==> src/dot_star_pattern_matcher_core_assert.svh <==
// Assertion macros of the dot-star matcher RTL, used by dsp_engine.
// Depends on a clock named clk and an active-low reset named rst_n in scope.
`ifndef DOT_STAR_PATTERN_MATCHER_CORE_ASSERT_SVH
`define DOT_STAR_PATTERN_MATCHER_CORE_ASSERT_SVH

// Same-cycle implication, checked outside reset
`define DSP_ASSERT_NOW(label, ante, cons, msg) \
  label: assert property (@(posedge clk) disable iff (!rst_n) (ante) |-> (cons)) \
    else $error(msg);

// Next-cycle implication, checked outside reset
`define DSP_ASSERT_NEXT(label, ante, cons, msg) \
  label: assert property (@(posedge clk) disable iff (!rst_n) (ante) |=> (cons)) \
    else $error(msg);

`endif

==> src/dsp_pkg.sv <==
// Shared types and constants of the dot-star pattern matcher.
// No dependencies.
package dsp_pkg;

  localparam int MAX_TOKENS = 32;
  localparam int CNT_W      = $clog2(MAX_TOKENS + 1);
  localparam int IDX_W      = (MAX_TOKENS > 1) ? $clog2(MAX_TOKENS) : 1;
  localparam int POS_W      = MAX_TOKENS + 1;
  localparam int SYM_W      = 8;

  localparam logic [SYM_W-1:0] SYM_ANY  = 8'h2E;
  localparam logic [SYM_W-1:0] SYM_STAR = 8'h2A;

  typedef enum logic [1:0] {
    KIND_PAT_BYTE  = 2'd0,
    KIND_PAT_END   = 2'd1,
    KIND_TEXT_BYTE = 2'd2,
    KIND_TEXT_END  = 2'd3
  } kind_t;

  typedef struct packed {
    kind_t             kind;
    logic [SYM_W-1:0]  symbol;
  } item_t;

  typedef struct packed {
    logic matched;
    logic overflow;
  } res_t;

endpackage

==> src/dsp_ifs.sv <==
// Valid/ready channel interfaces for the matcher's item input and result output.
// Depends on dsp_pkg.
interface dsp_in_if;
  logic                     valid;
  logic                     ready;
  dsp_pkg::kind_t           kind;
  logic [dsp_pkg::SYM_W-1:0] symbol;

  modport source (output valid, output kind, output symbol, input ready);
  modport sink   (input valid, input kind, input symbol, output ready);
endinterface

interface dsp_out_if;
  logic valid;
  logic ready;
  logic matched;
  logic overflow;

  modport source (output valid, output matched, output overflow, input ready);
  modport sink   (input valid, input matched, input overflow, output ready);
endinterface

==> src/dsp_in_stage.sv <==
// Input register of the matcher: holds one accepted transaction for the engine.
// Depends on dsp_pkg and dsp_in_if.
module dsp_in_stage (
  input  logic            clk,
  input  logic            rst_n,
  dsp_in_if.sink          in_ch,
  output logic            item_vld,
  output dsp_pkg::item_t  item,
  input  logic            item_take
);

  logic           vld_r;
  dsp_pkg::item_t item_r;

  // Take a new transaction when empty or when the held one leaves this cycle
  assign in_ch.ready = !vld_r || item_take;
  assign item_vld    = vld_r;
  assign item        = item_r;

  // Hold the valid flag
  always_ff @(posedge clk) begin
    if (!rst_n) begin
      vld_r <= 1'b0;
    end else if (in_ch.valid && in_ch.ready) begin
      vld_r <= 1'b1;
    end else if (item_take) begin
      vld_r <= 1'b0;
    end
  end

  // Load the payload
  always_ff @(posedge clk) begin
    if (in_ch.valid && in_ch.ready) begin
      item_r.kind   <= in_ch.kind;
      item_r.symbol <= in_ch.symbol;
    end
  end

endmodule

==> src/dsp_engine.sv <==
// Token store and bit-vector NFA of the matcher; one item per cycle while a text end finds room for its result.
// Depends on dsp_pkg and dot_star_pattern_matcher_core_assert.svh.
`include "dot_star_pattern_matcher_core_assert.svh"

module dsp_engine (
  input  logic            clk,
  input  logic            rst_n,
  input  logic            item_vld,
  input  dsp_pkg::item_t  item,
  output logic            item_take,
  input  logic            res_room,
  output logic            res_vld,
  output dsp_pkg::res_t   res
);

  // Token store: byte and star bit per entry, no reset
  logic [dsp_pkg::SYM_W-1:0] sym_mem_r [dsp_pkg::MAX_TOKENS];
  logic [dsp_pkg::MAX_TOKENS-1:0] star_r;

  logic [dsp_pkg::CNT_W-1:0] cnt_r, cnt_nxt;
  logic [dsp_pkg::POS_W-1:0] active_r, active_nxt;
  logic [dsp_pkg::POS_W-1:0] start_r, start_nxt;
  logic [dsp_pkg::POS_W-1:0] live_r, live_nxt;   // start set of the store as it stands
  logic                      loading_r, loading_nxt;
  logic                      too_long_r, too_long_nxt;
  logic                      last_star_r, last_star_nxt;

  logic [dsp_pkg::MAX_TOKENS-1:0] tok_vld;
  logic [dsp_pkg::CNT_W-1:0]      cnt_eff, cnt_m1;
  logic [dsp_pkg::POS_W-1:0]      live_eff, act_eff, start_eff;
  logic                           tl_eff, last_star_eff;
  logic                           star_ext, wr_append, wr_star;
  logic [dsp_pkg::POS_W-1:0]      step, clo;
  logic                           hit;
  logic                           is_text_end;

  assign is_text_end = (item.kind == dsp_pkg::KIND_TEXT_END);
  assign item_take   = item_vld && (!is_text_end || res_room);
  assign res_vld     = item_take && is_text_end;

  // Tokens in use
  always_comb begin
    for (int i = 0; i < dsp_pkg::MAX_TOKENS; i++) begin
      tok_vld[i] = (dsp_pkg::CNT_W'(i) < cnt_r);
    end
  end

  // A pattern byte after a finished pattern starts a fresh store
  assign cnt_eff       = loading_r ? cnt_r : '0;
  assign tl_eff        = loading_r ? too_long_r : 1'b0;
  assign last_star_eff = loading_r ? last_star_r : 1'b0;
  assign live_eff      = loading_r ? live_r : dsp_pkg::POS_W'(1);
  assign cnt_m1        = cnt_eff - dsp_pkg::CNT_W'(1);
  assign star_ext      = (item.symbol == dsp_pkg::SYM_STAR) && (cnt_eff != '0) &&
                         !last_star_eff;

  // Close the pattern implicitly when text arrives during loading
  assign act_eff   = loading_r ? live_r : active_r;
  assign start_eff = loading_r ? live_r : start_r;

  // NFA step on a text byte, then ripple closure over starred tokens
  always_comb begin
    step = '0;
    for (int i = 0; i < dsp_pkg::MAX_TOKENS; i++) begin
      hit = tok_vld[i] && act_eff[i] &&
            ((sym_mem_r[i] == dsp_pkg::SYM_ANY) || (sym_mem_r[i] == item.symbol));
      step[i]   = step[i]   | (hit && star_r[i]);
      step[i+1] = step[i+1] | (hit && !star_r[i]);
    end
    clo[0] = step[0];
    for (int i = 0; i < dsp_pkg::MAX_TOKENS; i++) begin
      clo[i+1] = step[i+1] | (clo[i] && star_r[i] && tok_vld[i]);
    end
  end

  // Next state per item kind
  always_comb begin
    cnt_nxt       = cnt_r;
    active_nxt    = active_r;
    start_nxt     = start_r;
    live_nxt      = live_r;
    loading_nxt   = loading_r;
    too_long_nxt  = too_long_r;
    last_star_nxt = last_star_r;
    wr_append     = 1'b0;
    wr_star       = 1'b0;
    res.matched   = act_eff[cnt_r] && !too_long_r;
    res.overflow  = too_long_r;
    if (item_take) begin
      case (item.kind)
        dsp_pkg::KIND_PAT_BYTE: begin
          loading_nxt   = 1'b1;
          cnt_nxt       = cnt_eff;
          too_long_nxt  = tl_eff;
          live_nxt      = live_eff;
          last_star_nxt = last_star_eff;
          if (!tl_eff) begin
            if (star_ext) begin
              wr_star           = 1'b1;
              last_star_nxt     = 1'b1;
              live_nxt[cnt_eff] = live_eff[cnt_m1];
            end else if (cnt_eff < dsp_pkg::CNT_W'(dsp_pkg::MAX_TOKENS)) begin
              wr_append     = 1'b1;
              last_star_nxt = 1'b0;
              cnt_nxt       = cnt_eff + dsp_pkg::CNT_W'(1);
            end else begin
              too_long_nxt = 1'b1;
            end
          end
        end
        dsp_pkg::KIND_PAT_END: begin
          loading_nxt   = 1'b0;
          cnt_nxt       = cnt_eff;
          too_long_nxt  = tl_eff;
          live_nxt      = live_eff;
          last_star_nxt = last_star_eff;
          start_nxt     = live_eff;
          active_nxt    = live_eff;
        end
        dsp_pkg::KIND_TEXT_BYTE: begin
          loading_nxt = 1'b0;
          start_nxt   = start_eff;
          active_nxt  = clo;
        end
        dsp_pkg::KIND_TEXT_END: begin
          loading_nxt = 1'b0;
          start_nxt   = start_eff;
          active_nxt  = start_eff;
        end
        default: begin
          loading_nxt = loading_r;
        end
      endcase
    end
  end

  // Advance control state
  always_ff @(posedge clk) begin
    if (!rst_n) begin
      cnt_r       <= '0;
      active_r    <= '0;
      start_r     <= '0;
      live_r      <= dsp_pkg::POS_W'(1);
      loading_r   <= 1'b0;
      too_long_r  <= 1'b0;
      last_star_r <= 1'b0;
    end else begin
      cnt_r       <= cnt_nxt;
      active_r    <= active_nxt;
      start_r     <= start_nxt;
      live_r      <= live_nxt;
      loading_r   <= loading_nxt;
      too_long_r  <= too_long_nxt;
      last_star_r <= last_star_nxt;
    end
  end

  // Write the token store
  always_ff @(posedge clk) begin
    if (wr_append) begin
      sym_mem_r[cnt_eff[dsp_pkg::IDX_W-1:0]] <= item.symbol;
      star_r[cnt_eff[dsp_pkg::IDX_W-1:0]]    <= 1'b0;
    end else if (wr_star) begin
      star_r[cnt_m1[dsp_pkg::IDX_W-1:0]] <= 1'b1;
    end
  end

  `DSP_ASSERT_NOW(a_cnt_bound, 1'b1, cnt_r <= dsp_pkg::CNT_W'(dsp_pkg::MAX_TOKENS), "token count past store size")
  `DSP_ASSERT_NOW(a_overflow_full, too_long_r, cnt_r == dsp_pkg::CNT_W'(dsp_pkg::MAX_TOKENS), "overflow with store not full")
  `DSP_ASSERT_NOW(a_live_origin, loading_r, live_r[0], "start set lost its origin position")
  `DSP_ASSERT_NOW(a_match_no_ovf, res_vld && res.matched, !res.overflow, "match reported on overflowed pattern")
  `DSP_ASSERT_NEXT(a_rearm, res_vld, active_r == start_r, "NFA not re-armed after text end")

endmodule

==> src/dsp_out_stage.sv <==
// Result register of the matcher: holds one result transaction until taken.
// Depends on dsp_pkg and dsp_out_if.
module dsp_out_stage (
  input  logic           clk,
  input  logic           rst_n,
  input  logic           res_vld,
  input  dsp_pkg::res_t  res,
  output logic           res_room,
  dsp_out_if.source      out_ch
);

  logic          vld_r;
  dsp_pkg::res_t res_r;

  // Free when empty or when the held result leaves this cycle
  assign res_room        = !vld_r || out_ch.ready;
  assign out_ch.valid    = vld_r;
  assign out_ch.matched  = res_r.matched;
  assign out_ch.overflow = res_r.overflow;

  // Hold the valid flag
  always_ff @(posedge clk) begin
    if (!rst_n) begin
      vld_r <= 1'b0;
    end else if (res_vld) begin
      vld_r <= 1'b1;
    end else if (out_ch.ready) begin
      vld_r <= 1'b0;
    end
  end

  // Load the result
  always_ff @(posedge clk) begin
    if (res_vld) begin
      res_r <= res;
    end
  end

endmodule

==> src/dot_star_pattern_matcher_core.sv <==
// Top level of the dot-star pattern matcher.
// Depends on dsp_pkg, dsp_ifs, dsp_in_stage, dsp_engine and dsp_out_stage.
//
// Usage:
//   in_ch carries items of four kinds: pattern byte, pattern end, text byte
//   and text end. A pattern is sent byte by byte ('.' any byte, 'x*' zero or
//   more x), then texts are sent byte by byte, each closed by a text end.
//   out_ch carries one result per text end: matched, and overflow when the
//   pattern needed more than dsp_pkg::MAX_TOKENS tokens (matched is then 0).
//   Throughput: one item per cycle, a text end only when the result
//   register has room; the NFA step and its star closure process each item
//   between the input register and the result register; the latter drives
//   out_ch.valid with the result of each text end.
//   Stall: the result register holds while out_ch.ready is low; a further
//   text end then waits in the input register and in_ch.ready drops, while
//   pattern and text bytes ahead of it keep flowing.
//   Reset (rst_n low, synchronous) empties both registers, clears the pattern
//   and leaves no pattern loaded, so text ends report no match until a
//   pattern has been ended.
module dot_star_pattern_matcher_core (
  input  logic       clk,
  input  logic       rst_n,
  dsp_in_if.sink     in_ch,
  dsp_out_if.source  out_ch
);

  logic           item_vld;
  dsp_pkg::item_t item;
  logic           item_take;
  logic           res_room;
  logic           res_vld;
  dsp_pkg::res_t  res;

  dsp_in_stage u_in_stage (
    .clk       (clk),
    .rst_n     (rst_n),
    .in_ch     (in_ch),
    .item_vld  (item_vld),
    .item      (item),
    .item_take (item_take)
  );

  dsp_engine u_engine (
    .clk       (clk),
    .rst_n     (rst_n),
    .item_vld  (item_vld),
    .item      (item),
    .item_take (item_take),
    .res_room  (res_room),
    .res_vld   (res_vld),
    .res       (res)
  );

  dsp_out_stage u_out_stage (
    .clk      (clk),
    .rst_n    (rst_n),
    .res_vld  (res_vld),
    .res      (res),
    .res_room (res_room),
    .out_ch   (out_ch)
  );

endmodule
==> src/flat_wrapper.sv <==
// flat-port wrapper written by rule: the top's interface ports become plain ports
module dot_star_pattern_matcher_core_flat 
  (clk, rst_n, in_ch_valid, in_ch_kind, in_ch_symbol, in_ch_ready, out_ch_valid, out_ch_matched, out_ch_overflow, out_ch_ready);
  dsp_in_if in_ch_i ();
  dsp_out_if out_ch_i ();
  input  logic clk;
  input  logic rst_n;
  input wire logic [$bits(in_ch_i.valid)-1:0] in_ch_valid;
  input wire logic [$bits(in_ch_i.kind)-1:0] in_ch_kind;
  input wire logic [$bits(in_ch_i.symbol)-1:0] in_ch_symbol;
  output wire logic [$bits(in_ch_i.ready)-1:0] in_ch_ready;
  output wire logic [$bits(out_ch_i.valid)-1:0] out_ch_valid;
  output wire logic [$bits(out_ch_i.matched)-1:0] out_ch_matched;
  output wire logic [$bits(out_ch_i.overflow)-1:0] out_ch_overflow;
  input wire logic [$bits(out_ch_i.ready)-1:0] out_ch_ready;
  assign in_ch_i.valid = in_ch_valid;
  assign in_ch_i.kind = in_ch_kind;
  assign in_ch_i.symbol = in_ch_symbol;
  assign in_ch_ready = in_ch_i.ready;
  assign out_ch_valid = out_ch_i.valid;
  assign out_ch_matched = out_ch_i.matched;
  assign out_ch_overflow = out_ch_i.overflow;
  assign out_ch_i.ready = out_ch_ready;
  dot_star_pattern_matcher_core u_core (.clk(clk), .rst_n(rst_n), .in_ch(in_ch_i), .out_ch(out_ch_i));
endmodule
==> config.mk <==
export PLATFORM = sky130hd
export DESIGN_NAME = dot_star_pattern_matcher_core_flat
export DESIGN_NICKNAME = d
export VERILOG_FILES = /design/src/dsp_pkg.sv /design/src/dsp_ifs.sv /design/src/dsp_in_stage.sv /design/src/dsp_engine.sv /design/src/dsp_out_stage.sv /design/src/dot_star_pattern_matcher_core.sv /design/src/flat_wrapper.sv
export VERILOG_INCLUDE_DIRS = /design/src /design/src/src
export SDC_FILE = /design/constraint.sdc
export NUM_CORES = 1
export LEC_CHECK = 0
export BUFFER_PORTS_ARGS = -buffer_cell sky130_fd_sc_hd__clkbuf_2
export CORE_AREA = 2 2 273 140
export CTS_BUF_LIST = sky130_fd_sc_hd__clkbuf_2 sky130_fd_sc_hd__clkbuf_4 sky130_fd_sc_hd__clkbuf_8
export CTS_CLUSTER_SIZE = 20
export DETAILED_ROUTE_END_ITERATION = 10
export DIE_AREA = 0 0 275 142
export PLACE_DENSITY_LB_ADDON = 0.08
export SLEW_MARGIN = 20
export SYNTH_ARGS = -nofsm -noshare
export SYNTH_HDL_FRONTEND = slang
export SYNTH_HIERARCHICAL = 1
export SYNTH_SLANG_ARGS = --single-unit
==> constraint.sdc <==
create_clock -name clk -period 4.3 [get_ports clk]
set_input_delay 0.86 -clock clk [delete_from_list [all_inputs] [get_ports clk]]
set_output_delay 0.86 -clock clk [all_outputs]
set_load 0.03 [all_outputs]
==> results of run 1 <==
## path summary, 6_finish.rpt
| check | to | start | cells past startpoint | slack (ps) |
|---|---|---|---|---|
| max reg2reg | u_core/u_engine/active_r[30] | u_core/u_engine/cnt_r[3] | 10 | 280 |
| min reg2reg | u_core/u_engine/active_r[25] | u_core/u_engine/active_r[25] | 2 | 470 |
| min | u_core/u_in_stage/item[6] | in_ch_symbol[6] | 1 | 390 |
| max | u_core/u_engine/active_r[30] | u_core/u_engine/cnt_r[3] | 10 | 280 |
## layer usage
layer / GRT usage / part of all wire
met4: 0.0839 / 0.022
met2: 0.438 / 0.38
met3: 0.121 / 0.13
met5: 0.0451 / 0.0038
met1: 0.539 / 0.46
## metrics by stage
step                 util  instance area [sq um]  instances  setup WS [ps]  hold WS, ps
detailed placement  0.624                  22900       2539            482          462
global route        0.656                  24100       2646            168          377
CTS                 0.655                  24100       2646            447          363
global placement    0.623                  22900       2538            541          453
floorplan               -                  21800       2047            166          438
finish              0.656                  24100       2646            277          394
## power breakdown
group / switching, W / internal [W]
sequential: 0.0000430 / 0.00427
combinational: 0.000380 / 0.000217
clock: 0.00159 / 0.00157
total: 0.00202 / 0.00606
## kinds of logic (layout without fill, tap and decap cells)
logic type                 count (synthesis)  after routing  share of synthesized area
AOI/OAI and AO/OA                        443            443                      0.133
xor gates and xnor gates                 262            262                      0.105
DFF                                      410            410                      0.514
adders and majority gates                  4              4                    0.00230
buffers and inverters                    159            264                     0.0329
muxes                                     51             51                     0.0352
and+or+nand+nor                          718            718                      0.177
## sequential cells by signal (all words and copies together) (netlist names), 6 cells and up
name and cells:
u_core/u_engine/active_r 33, u_core/u_engine/cnt_r 6, u_core/u_engine/live_r 33, u_core/u_engine/star_r 32
u_core/u_engine/start_r 33, u_core/u_engine/sym_mem_r 256, u_core/u_in_stage/item 10
## synthesized netlist by cell type (all sizes together) (25+ instances only)
| cell | count | area (sq um) |
|---|---|---|
| edfxtp | 300 | 9010 |
| inv | 25 | 93.8 |
| buf | 52 | 315 |
| clkbuf | 82 | 308 |
| xnor2 | 116 | 1020 |
| nor4 | 57 | 357 |
| nand4 | 41 | 257 |
| nor2b | 89 | 557 |
| a21oi | 89 | 445 |
| mux2i | 26 | 260 |
| xor2 | 146 | 1280 |
| nor2 | 102 | 383 |
| nand4b | 31 | 272 |
| nand3 | 43 | 220 |
| a21boi | 34 | 263 |
| o21ai | 116 | 581 |
| a22oi | 69 | 518 |
| nand2b | 39 | 259 |
| nand2 | 207 | 777 |
| dfxtp | 110 | 2200 |
## worst register-to-register path: cells and delay by family, from the launching register on
family | cells | cell delay [ps]
DFF | 1 | 570
and+or+nand+nor | 5 | 1470
AOI/OAI and AO/OA | 5 | 1880
## cells in the final DEF (no fill, tap or decap), types with 7 or more instances in the layout
cell type,count
and3_1,14
mux4_2,20
o21ai_0,112
nand2b_1,37
clkinv_1,15
nor4b_1,8
or4b_2,11
dfxtp_1,108
a21oi_1,89
edfxtp_1,300
nor3_1,17
buf_4,102
nand3_1,42
xnor2_1,116
buf_12,12
mux2i_1,26
nor2b_1,88
a41oi_1,7
nand4_1,41
nand2_1,207
inv_1,25
clkbuf_4,9
clkbuf_8,60
and2_1,17
clkbuf_2,17
xor2_1,146
nor2_1,101
o22ai_1,24
nand4b_1,31
a211oi_1,16
nor4_1,57
a31oi_1,11
clkinv_2,16
a21boi_0,30
a22oi_1,69
a21o_1,7
## layout make-up
cell class | count | area, sq um
repair buffers | 132 | 1120
inverters | 25 | 93.8
flip-flops and latches | 410 | 11200
clock inverters | 38 | 264
fillers | 2872 | 12700
well taps | 494 | 618
multi-input cells | 1478 | 9910
clock buffers | 69 | 893
==> impl_metrics.env, run 1 <==
export IMPL_cts_setup_buffers=0
export IMPL_grt_max_degree=72
export IMPL_ys_flop_type="edfxtp_1"
export IMPL_tightest_slew_ps=873
export IMPL_grt_pass1_vias=16200
export IMPL_cts_sinks=410
export IMPL_async_flop_share=0
export IMPL_wirelength_um=66500
export IMPL_relSlewSlack=0.416
export IMPL_arrival_ps=4560
export IMPL_cap_violations=0
export IMPL_ys_seq_elements=410
export IMPL_clk_pin_slew_worst_paths_ps=80
export IMPL_maxSlewViolCount=0
export IMPL_min_period_ps=4020
export IMPL_synth_nets=2065
export IMPL_synthCells=2047
export IMPL_via_count=17200
export IMPL_hold_class="input port to flop"
export IMPL_vias_per_cell=6.49
export IMPL_ios=18
export IMPL_fp_dieW_um=275
export IMPL_num_rows=50
export IMPL_crit_family="compound AO/OA/AOI/OAI gates"
export IMPL_cp_max_fo=18
export IMPL_die_height_um=142
export IMPL_drive_gt1_frac=0.134
export IMPL_core_region_area_sq_um=36800
export IMPL_dieArea_sq_um=39100
export IMPL_final_period_utilization=0.936
export IMPL_synth_edf_count=300
export IMPL_hold_violations=0
export IMPL_clock_fmax_ghz=0.249
export IMPL_htree_levels=2
export IMPL_areaGrowthSynthToFinish_pct=10.6
export IMPL_cts_root_buffer="clkbuf_8"
export IMPL_cts_hold_buf=0
export IMPL_crit_path_top_delay_cell="a211oi_1"
export IMPL_worstPathRequired_ps=4840
export IMPL_grt_usage=0.343
export IMPL_start_kind="flop"
export IMPL_crit_buf_inv=0
export IMPL_drt_iter0_markers=2308
export IMPL_cts_resized=0
export IMPL_finClkSkew_ps=34.5
export IMPL_nets=2122
export IMPL_wl_per_cell_um=25.1
export IMPL_finalPower_w=0.00807
export IMPL_synth_seq_area_share=0.514
export IMPL_initial_utilization=0.592
export IMPL_dpl_hpwl_um=47500
export IMPL_numCtsBuffers=57
export IMPL_grt_pass1_wl_um=100000
export IMPL_avgSynthCellArea_sq_um=10.6
export IMPL_post_route_drc_count=0
export IMPL_clk_path_buf_depth=3
export IMPL_crit_chain="nor2_1 > nand2_1 > a21oi_1 > nand2b_1 > a211oi_1 > a211oi_1 > nand2_1 > or4_4 > a211o_1 > o221a_1"
export IMPL_syn_area_sq_um=21800
export IMPL_grt_antenna_before_repair=1
export IMPL_grt_overflow_total=0
export IMPL_clk_latency_ps=650
export IMPL_finalSetupViolCount=0
export IMPL_synth_warnings=6
export IMPL_port_buffers=17
export IMPL_fin_setup_tns_ps=0
export IMPL_gp_congestion=1.02
export IMPL_yosysUniqueCellTypes=86
export IMPL_worstSetupEndpointType="flop"
export IMPL_cpPeakStageDelay_ps=600
export IMPL_pwr_density_cell_nw_per_um2=335
export IMPL_p_leak_nw=7.77
export IMPL_status="completed"
export IMPL_dr_pass1_iters=5
export IMPL_detail_route_antenna_nets=0
export IMPL_n_antenna_cell=0
export IMPL_critical_path_class="flop to flop"
export IMPL_grt_setup_unrepaired="false"
export IMPL_cts_tree="done"
export IMPL_peakVddDrop_mv=0.335
No activity file was read; power rests on OpenSTA's default activity.
==> run 2: changes to the inputs <==
--- a/config.mk
+++ b/config.mk
@@ -7,11 +7,11 @@
 export NUM_CORES = 1
 export LEC_CHECK = 0
 export BUFFER_PORTS_ARGS = -buffer_cell sky130_fd_sc_hd__clkbuf_2
-export CORE_AREA = 2 2 273 140
+export CORE_AREA = 2 2 334 171
 export CTS_BUF_LIST = sky130_fd_sc_hd__clkbuf_2 sky130_fd_sc_hd__clkbuf_4 sky130_fd_sc_hd__clkbuf_8
 export CTS_CLUSTER_SIZE = 20
 export DETAILED_ROUTE_END_ITERATION = 10
-export DIE_AREA = 0 0 275 142
+export DIE_AREA = 0 0 336 173
 export PLACE_DENSITY_LB_ADDON = 0.08
 export SLEW_MARGIN = 20
 export SYNTH_ARGS = -nofsm -noshare
==> constraint.sdc (replaced) <==
create_clock -name clk -period 4.4 [get_ports clk]
set_input_delay 0.88 -clock clk [delete_from_list [all_inputs] [get_ports clk]]
set_output_delay 0.88 -clock clk [all_outputs]
set_load 0.03 [all_outputs]
==> impl_metrics.env, run 2 (synthesized netlist as in run 1, its figures left out) <==
export IMPL_grt_overflow_total=0
export IMPL_wirelength_um=70200
export IMPL_n_antenna_cell=0
export IMPL_post_route_drc_count=0
export IMPL_cts_root_buffer="clkbuf_8"
export IMPL_multi_input_area_sq_um=9910
export IMPL_postPlaceCellArea_sq_um=23000
export IMPL_peakVddDrop_mv=0.208
export IMPL_grt_max_degree=71
export IMPL_min_delay_path_depth=1
export IMPL_rr_startpoint="u_core/u_engine/cnt_r[3]"
export IMPL_drt_iter0_markers=1951
export IMPL_numCtsBuffers=66
export IMPL_final_period_utilization=0.903
export IMPL_fin_setup_tns_ps=0
export IMPL_nFillCells=5125
export IMPL_cts_sinks=410
export IMPL_maxSlewViolCount=0
export IMPL_status="completed"
export IMPL_tightest_slew_ps=1150
export IMPL_port_buffers=17
export IMPL_arrival_ps=4490
export IMPL_min_period_ps=3970
export IMPL_hold_path_end="u_core/u_in_stage/item[8]"
export IMPL_clk_latency_ps=650
export IMPL_nets=2102
export IMPL_clk_path_buf_depth=3
export IMPL_grt_pass1_wl_um=104000
export IMPL_start_kind="flop"
export IMPL_cts_setup_buffers=0
export IMPL_cts_hold_buf=0
export IMPL_r2r_slack_ps=430
export IMPL_dpl_hpwl_um=49500
export IMPL_cap_violations=0
export IMPL_num_rows=61
export IMPL_final_area_sq_um=24300
export IMPL_worstPathRequired_ps=4920
export IMPL_hold_violations=0
export IMPL_finClkSkew_ps=32.9
export IMPL_hold_worst_slack_ps=414
export IMPL_vias_per_cell=5.80
export IMPL_critical_path_class="flop to flop"
export IMPL_htree_levels=3
export IMPL_place_ws_ps=579
export IMPL_ios=18
export IMPL_cts_tree="done"
export IMPL_layout_commonest_cell="edfxtp_1"
export IMPL_hold_start="in_ch_kind[0]"
export IMPL_largest_reg_flops=256
export IMPL_grt_antenna_before_repair=5
export IMPL_grt_usage=0.240
export IMPL_finalSetupViolCount=0
export IMPL_relSlewSlack=0.227
export IMPL_seq_area_sq_um=11200
export IMPL_reg2reg_to="u_core/u_engine/active_r[30]"
export IMPL_hold_class="input port to flop"
export IMPL_wl_per_cell_um=24.3
export IMPL_setup_slack_ps=428
export IMPL_core_region_area_sq_um=55000
export IMPL_fp_dieW_um=336
export IMPL_clk_pin_slew_worst_paths_ps=70
export IMPL_cp_max_fo=20
export IMPL_initial_utilization=0.396
export IMPL_p_leak_nw=7.67
export IMPL_layout_common_cells="300 x edfxtp_1, 207 x nand2_1, 146 x xor2_1"
export IMPL_clock_fmax_ghz=0.252
export IMPL_worstSetupEndpointType="flop"
export IMPL_drive_gt1_frac=0.125
export IMPL_detail_route_antenna_nets=0
export IMPL_dieArea_sq_um=58100
export IMPL_dr_pass1_iters=6
export IMPL_pwr_density_cell_nw_per_um2=335
export IMPL_reg2regPathDepth=10
export IMPL_grt_pass1_vias=15900
export IMPL_gp_congestion=0.977
export IMPL_grt_setup_unrepaired="false"
export IMPL_areaGrowthSynthToFinish_pct=11.6
export IMPL_cts_resized=0
export IMPL_via_count=16700
export IMPL_die_height_um=173
[run 2: changes by cell type in the layout (fill, tap and decap cells not counted), sizes merged]
cell / previous run / this run
bufinv: 3 / 1
clkinv: 31 / 14
buf: 115 / 87
clkbuf: 86 / 110
inv: 27 / 28
[run 2: per-stage QoR]
step / instances / power [W] / utilization
CTS: 2886 / 0.00825 / 0.442
detailed placement: 2772 / 0.00485 / 0.418
floorplan: 2047 / 0.00465 / -
global placement: 2772 / 0.00485 / 0.418
finish: 2886 / 0.00815 / 0.442
global route: 2886 / 0.00847 / 0.442
[run 2: power breakdown]
group	internal (W)	switching, W
Combinational	0.000191	0.000379
Clock	0.00177	0.00160
Sequential	0.00417	0.0000318
[run 2: layer usage]
metal / part of all wire / vias to the layer above / global-route usage
met5: 0.00057 / - / 0
met4: 0.020 / 6 / 0.0553
met3: 0.11 / 113 / 0.0792
met2: 0.36 / 787 / 0.295
met1: 0.51 / 8176 / 0.389
li1: - / 7643 / -
[run 2: area by class of cell]
cell class / count / area share
clock buffers: 94 / 0.0481
clock inverters: 20 / 0.00530
inverters: 25 / 0.00386
multi-input cells: 1478 / 0.407
flip-flops and latches: 410 / 0.461
well taps: 756 / 0.0389
repair buffers: 103 / 0.0352
[run 2: worst max-delay path: stages, from the launching register on]
cell      delay [ps]
dfxtp_1          540
or4_1            740
nand2_1          130
nor2_1            80
nor4b_1          160
a311oi_2         360
nand3_2          220
a22o_1           370
or4_4            620
a211o_1          330
o221a_1          280
[run 2: how the worst max path moves through the flow]
stage,to,start,depth (start not counted),slack [ps]
3_5_place_dp,u_core/u_engine/active_r[23],u_core/u_in_stage/item[0],12,580
4_1_cts,u_core/u_engine/active_r[23],u_core/u_in_stage/item[0],12,540
3_3_place_gp,u_core/u_engine/active_r[23],u_core/u_in_stage/item[0],12,650
6_report,u_core/u_engine/active_r[30],u_core/u_engine/cnt_r[3],10,430
2_1_floorplan,u_core/u_engine/live_r[15],u_core/u_engine/loading_r,18,270
5_1_grt,u_core/u_engine/active_r[24],u_core/u_in_stage/item[0],12,200
